<file path="config.mk">
export PLATFORM = sky130hd
export DESIGN_NAME = hnp_scale
export DESIGN_NICKNAME = d
export VERILOG_FILES = /design/src/rtl/core/hnp_pkg.sv /design/src/rtl/core/hnp_scale.sv
export SDC_FILE = /design/constraint.sdc
export NUM_CORES = 2
export LEC_CHECK = 0
export BUFFER_PORTS_ARGS = -buffer_cell sky130_fd_sc_hd__buf_2
export CAP_MARGIN = 25
export CORE_MARGIN = 2
export CORE_UTILIZATION = 46
export DETAILED_ROUTE_END_ITERATION = 12
export SLEW_MARGIN = 20
export SYNTH_ARGS = -nofsm -noshare
export SYNTH_HDL_FRONTEND = slang
export SYNTH_SLANG_ARGS = --single-unit
</file>
<file path="constraint.sdc">
create_clock -name i_clk -period 13 [get_ports i_clk]
set_input_delay 0.65 -clock i_clk [delete_from_list [all_inputs] [get_ports i_clk]]
set_output_delay 0.65 -clock i_clk [all_outputs]
set_load 0.1 [all_outputs]
</file>
<file path="src/rtl/core/hnp_pkg.sv">
package hnp_pkg;

    localparam int FRAC_BITS = 16;
    localparam int CODE_W    = 16;
    localparam int RANGE_W   = 16;
    localparam int TEXEL_W   = 12;
    localparam int PROD_W    = CODE_W + RANGE_W;
    localparam int VW        = PROD_W + 1;
    localparam int MAGW      = VW - 1;
    localparam int MW        = 30;
    localparam int SW        = 64;
    localparam int SQ_STEPS  = SW / 2;
    localparam int RW        = MW + 2;
    localparam int QW        = FRAC_BITS + 1;
    localparam int UW        = FRAC_BITS + 2;
    localparam int SHW       = 5;
    localparam int PACK_W    = UW + 7;

    localparam logic [CODE_W-1:0] CODE_MAX   = '1;
    localparam logic [6:0]        PACK_SCALE = 7'd127;

    localparam logic CFG_HEIGHT_RANGE = 1'b0;
    localparam logic CFG_TEXEL_SIZE   = 1'b1;

    localparam logic [RANGE_W-1:0] RANGE_RESET = 16'd10000;
    localparam logic [TEXEL_W-1:0] TEXEL_RESET = 12'd100;

    typedef struct packed {
        logic [CODE_W-1:0] height_center;
        logic [CODE_W-1:0] height_left;
        logic [CODE_W-1:0] height_right;
        logic [CODE_W-1:0] height_below;
        logic [CODE_W-1:0] height_above;
        logic              left_valid;
        logic              right_valid;
        logic              below_valid;
        logic              above_valid;
    } t_in;

    typedef struct packed {
        logic [7:0] normal_x_byte;
        logic [7:0] normal_y_byte;
        logic [7:0] normal_z_byte;
    } t_out;

    typedef struct packed {
        logic signed [VW-1:0] x;
        logic signed [VW-1:0] y;
        logic signed [VW-1:0] z;
    } t_vec;

    typedef struct packed {
        logic signed [UW-1:0] x;
        logic signed [UW-1:0] y;
        logic signed [UW-1:0] z;
    } t_unit;

    typedef struct packed {
        logic       valid;
        logic       nz;
        logic [2:0] neg;
    } t_side;

endpackage

</file>
<file path="src/rtl/core/hnp_scale.sv">
module hnp_scale import hnp_pkg::*; (
    input  logic                 i_clk,
    input  logic                 i_rst_n,
    input  logic                 i_en,
    input  logic                 i_valid,
    input  t_in                  i_data,
    input  logic [RANGE_W-1:0]   i_range,
    input  logic [TEXEL_W-1:0]   i_texel,
    output logic                 o_valid,
    output t_vec [3:0]           o_vec
);

    logic [4:0][CODE_W-1:0] code;
    logic [4:0][PROD_W-1:0] r_p;
    logic [4:0][PROD_W-1:0] n_h;
    logic [4:0][PROD_W-1:0] r_h;
    logic [3:0]             n_tri;
    logic [3:0]             r_tri1;
    logic [3:0]             r_tri2;
    logic                   r_v1;
    logic                   r_v2;
    logic                   r_v3;
    t_vec [3:0]             n_vec;
    t_vec [3:0]             r_vec;

    assign code = {i_data.height_above, i_data.height_below, i_data.height_right,
                   i_data.height_left, i_data.height_center};

    assign n_tri = {i_data.left_valid  & i_data.above_valid,
                    i_data.right_valid & i_data.above_valid,
                    i_data.right_valid & i_data.below_valid,
                    i_data.left_valid  & i_data.below_valid};

    always_ff @(posedge i_clk) begin
        if (i_en) begin
            for (int i = 0; i < 5; i++) begin
                r_p[i] <= PROD_W'(code[i]) * PROD_W'(i_range);
            end
            r_tri1 <= n_tri;
        end
    end

    // Dividing by 65535 after a 16-bit left shift is p + floor(p / 65535).
    always_comb begin
        logic [CODE_W-1:0] q;
        logic [CODE_W:0]   rr;
        logic [CODE_W:0]   qc;
        for (int i = 0; i < 5; i++) begin
            q      = r_p[i][PROD_W-1:CODE_W];
            rr     = (CODE_W+1)'(r_p[i][CODE_W-1:0]) + (CODE_W+1)'(q);
            qc     = (CODE_W+1)'(q) + (CODE_W+1)'(rr >= (CODE_W+1)'(CODE_MAX));
            n_h[i] = r_p[i] + PROD_W'(qc);
        end
    end

    always_ff @(posedge i_clk) begin
        if (i_en) begin
            r_h    <= n_h;
            r_tri2 <= r_tri1;
        end
    end

    always_comb begin
        logic signed [VW-1:0] hc;
        logic signed [VW-1:0] dl;
        logic signed [VW-1:0] ndr;
        logic signed [VW-1:0] db;
        logic signed [VW-1:0] nda;
        logic signed [VW-1:0] tex;
        logic                 tex_nz;
        hc     = $signed({1'b0, r_h[0]});
        dl     = $signed({1'b0, r_h[1]}) - hc;
        ndr    = hc - $signed({1'b0, r_h[2]});
        db     = $signed({1'b0, r_h[3]}) - hc;
        nda    = hc - $signed({1'b0, r_h[4]});
        tex    = $signed(VW'(i_texel) << FRAC_BITS);
        tex_nz = (i_texel != '0);
        n_vec[0] = '{x: dl,  y: db,  z: tex};
        n_vec[1] = '{x: ndr, y: db,  z: tex};
        n_vec[2] = '{x: ndr, y: nda, z: tex};
        n_vec[3] = '{x: dl,  y: nda, z: tex};
        for (int t = 0; t < 4; t++) begin
            if (!(r_tri2[t] && tex_nz)) begin
                n_vec[t] = '0;
            end
        end
    end

    always_ff @(posedge i_clk) begin
        if (i_en) begin
            r_vec <= n_vec;
        end
    end

    always_ff @(posedge i_clk) begin
        if (!i_rst_n) begin
            r_v1 <= 1'b0;
            r_v2 <= 1'b0;
            r_v3 <= 1'b0;
        end else if (i_en) begin
            r_v1 <= i_valid;
            r_v2 <= r_v1;
            r_v3 <= r_v2;
        end
    end

    assign o_valid = r_v3;
    assign o_vec   = r_vec;

endmodule

</file>
==> flow_summary.ini <==
[floorplanning]
dieArea_um2 = 172100
initial_utilization_pct = 46.38
rows = 150
fp.coreArea_um2 = 167400
die_y_um = 414.8
pin_count = 513
die_w_um = 414.8

[routing]
drt_iter0_drc = 3851
drt-pass1-iter-count = 6
drc = 0
num_vias = 56120
routedWlPerCell_um = 20.24
via_per_inst = 5.343
routed_wl_um = 212600
drtAntennaViolNets = 0

[timing]
clock_skew_ns = 0.02300
relSlewSlack_pct = 28.76
tns_ns = 0
setup_slack_ns = 5.419
period_needed_ns = 7.581
setup_viol = 0
finalHoldViolCount = 0
max_freq_ghz = 0.1319
worst_pin_slew_ns = 1.069
rsz0062_at_grt = no
finalCritPeriodShare_pct = 58.31
slew_violations = 0
holdWs_ns = 0.2366

[synth]
synth_edf_count = 640
synth-xor-area-share_pct = 4.614
synth_fa_ha_area_share_pct = 37.23
synth_simple_gate_area_share_pct = 15.41
synth.area.mux_share_pct = 0.4287
synthesis.area_um2 = 77640
synth_common_cells = inv_1 (1298), fa_1 (989), nand2_1 (936), ha_1 (728), and2_1 (674)
synth.most_common_cell = inv_1
syn_avg_cell_area_um2 = 9.664
synth_top_family_by_area = adder cells
synth_top_area_share_pct = 25.50
synthFlopType = edfxtp_1
syn_inst = 8034
ys_types = 74
yosys.area.top_type = fa_1
ys_seq_area_share_pct = 24.83
synth_area_leaders = fa_1 (26%), edfxtp_1 (25%), ha_1 (12%)
synth_compound_area_share_pct = 8.775
synth-seq-cells = 643
ys_warn_count = 0
async_reset_ff_share_pct = 0

[flow_run]
drv_cap = 0

[layout]
area_growth_pct = 7.700
nets = 10070
fin_cells = 10500
drive_above_1_share_pct = 7.269

[global_route]
antenna_found_initial = 17
grt_pass1_wl_um = 336400
grt_pass1_vias = 57390
track_usage_pct = 24.96
grt_max_degree = 120
grt_overflow = 0

[clock_network]
cts-root-buf = clkbuf_16
holdBufCountCts = 0
cts_made_buffers = 74
insertion_delay_ns = 0.68
cts.sinks = 643
cts.htree.levels = 3
cts_setup_buffers = 0
cts_tree = yes
cts_resized = 0
clk_transition_reported_paths_ns = 0.06
clockBufferDepth = 3

[placed_design]
dp_slack_ns = 4.819
gp_congestion = 0.9000
dpl.cell_count = 10370
dp_hpwl_um = 166700
port_buffers = 428

[setup_path]
critical_path_class = in2reg
endpoint_kind = register
required_ns = 13.53
cp-start-kind = input pin
worstPathMaxFanout = 35
arrival_ns = 8.11

[outcome]
status = complete, no violations

[hold_path]
hp-class = in2reg
==> stage by stage <==
stage | area [um^2] | util (%)
after floorplan | 77950 | -
after global placement | 81270 | 48.54
after detailed placement | 81280 | 48.55
final | 83620 | 49.95
after CTS | 83610 | 49.94
after global routing | 83620 | 49.95
==> cell type report <==
type                            count  area, um^2
Fill cell                       15650       83790
Multi-Input combinational cell   5758       51930
Sequential cell                   643       19280
Inverter                         1298        4872
Tap cell                         2204        2758
Timing Repair Buffer              466        2445
Clock buffer                       94        1958
Clock inverter                     37       370.4
Antenna cell                        4       10.01
==> final timing paths <==
check,from,endpoint,slack [ns],cells after the start
worst max-delay path,i_range[3],r_p[125],5.42,23
worst min-delay path,i_rst_n,o_valid,0.24,2
worst max register to register,r_p[121],r_h[116],6.78,19
worst min register to register,r_tri1[3],r_tri2[3],0.42,0
==> placed cells by master (no fill, tap or decap), drive strengths merged, types with 63 or more instances in the layout <==
cell type	netlist	final
inv	1298	1304
and2	674	674
nand2b	63	63
nor3	81	81
conb	1	84
buf	89	466
nor2	363	363
a21o	186	186
nand3	81	81
o21ai	215	215
a21oi	327	327
ha	728	728
nand2	936	936
edfxtp	640	640
clkbuf	329	94
xnor2	245	245
fa	989	989
xor2	164	164
==> logic make-up (layout without fill, tap and decap cells) <==
group                    Yosys count  in the layout
XOR/XNOR                         409            409
other                              1             88
AO/OA/AOI/OAI                   1067           1067
adder cells (fa/ha/maj)         1717           1717
multiplexers                      33             33
buffers and inverters           1716           1895
AND/OR/NAND/NOR                 2448           2448
flip-flops                       643            643
==> worst max-delay path, stage by stage <==
cell and delay, ns:
buf_2 0.70, buf_4 0.40, buf_4 0.42, nand2_1 0.13, fa_1 0.48, fa_1 0.58, fa_1 0.45, fa_1 0.55
inv_1 0.05, fa_1 0.47, inv_1 0.05, fa_1 0.47, inv_1 0.04, ha_1 0.33, a21o_1 0.20, a21o_1 0.18
a22o_1 0.20, o41a_1 0.36, a221o_1 0.44, a41oi_2 0.29, o21ai_2 0.14, or4_1 0.41, nand4_1 0.10
==> sequential cells by signal, summed over array words and instances (netlist names) <==
name	flops
o_valid	1
o_vec	312
r_h	160
r_p	160
r_tri1	4
r_tri2	4
r_v1	1
r_v2	1
==> metal layers <==
layer,GRT usage (%),up-vias,wire length (um)
met2,39.31,1653,95070
met4,5.852,6,4704
met1,36.39,28070,100400
met3,3.509,226,12440
li1,-,26170,-
met5,0,-,35
Power is left out: the tool's default activity adds up to more than one toggle a clock period on the data nets, which glitch-free logic cannot reach.
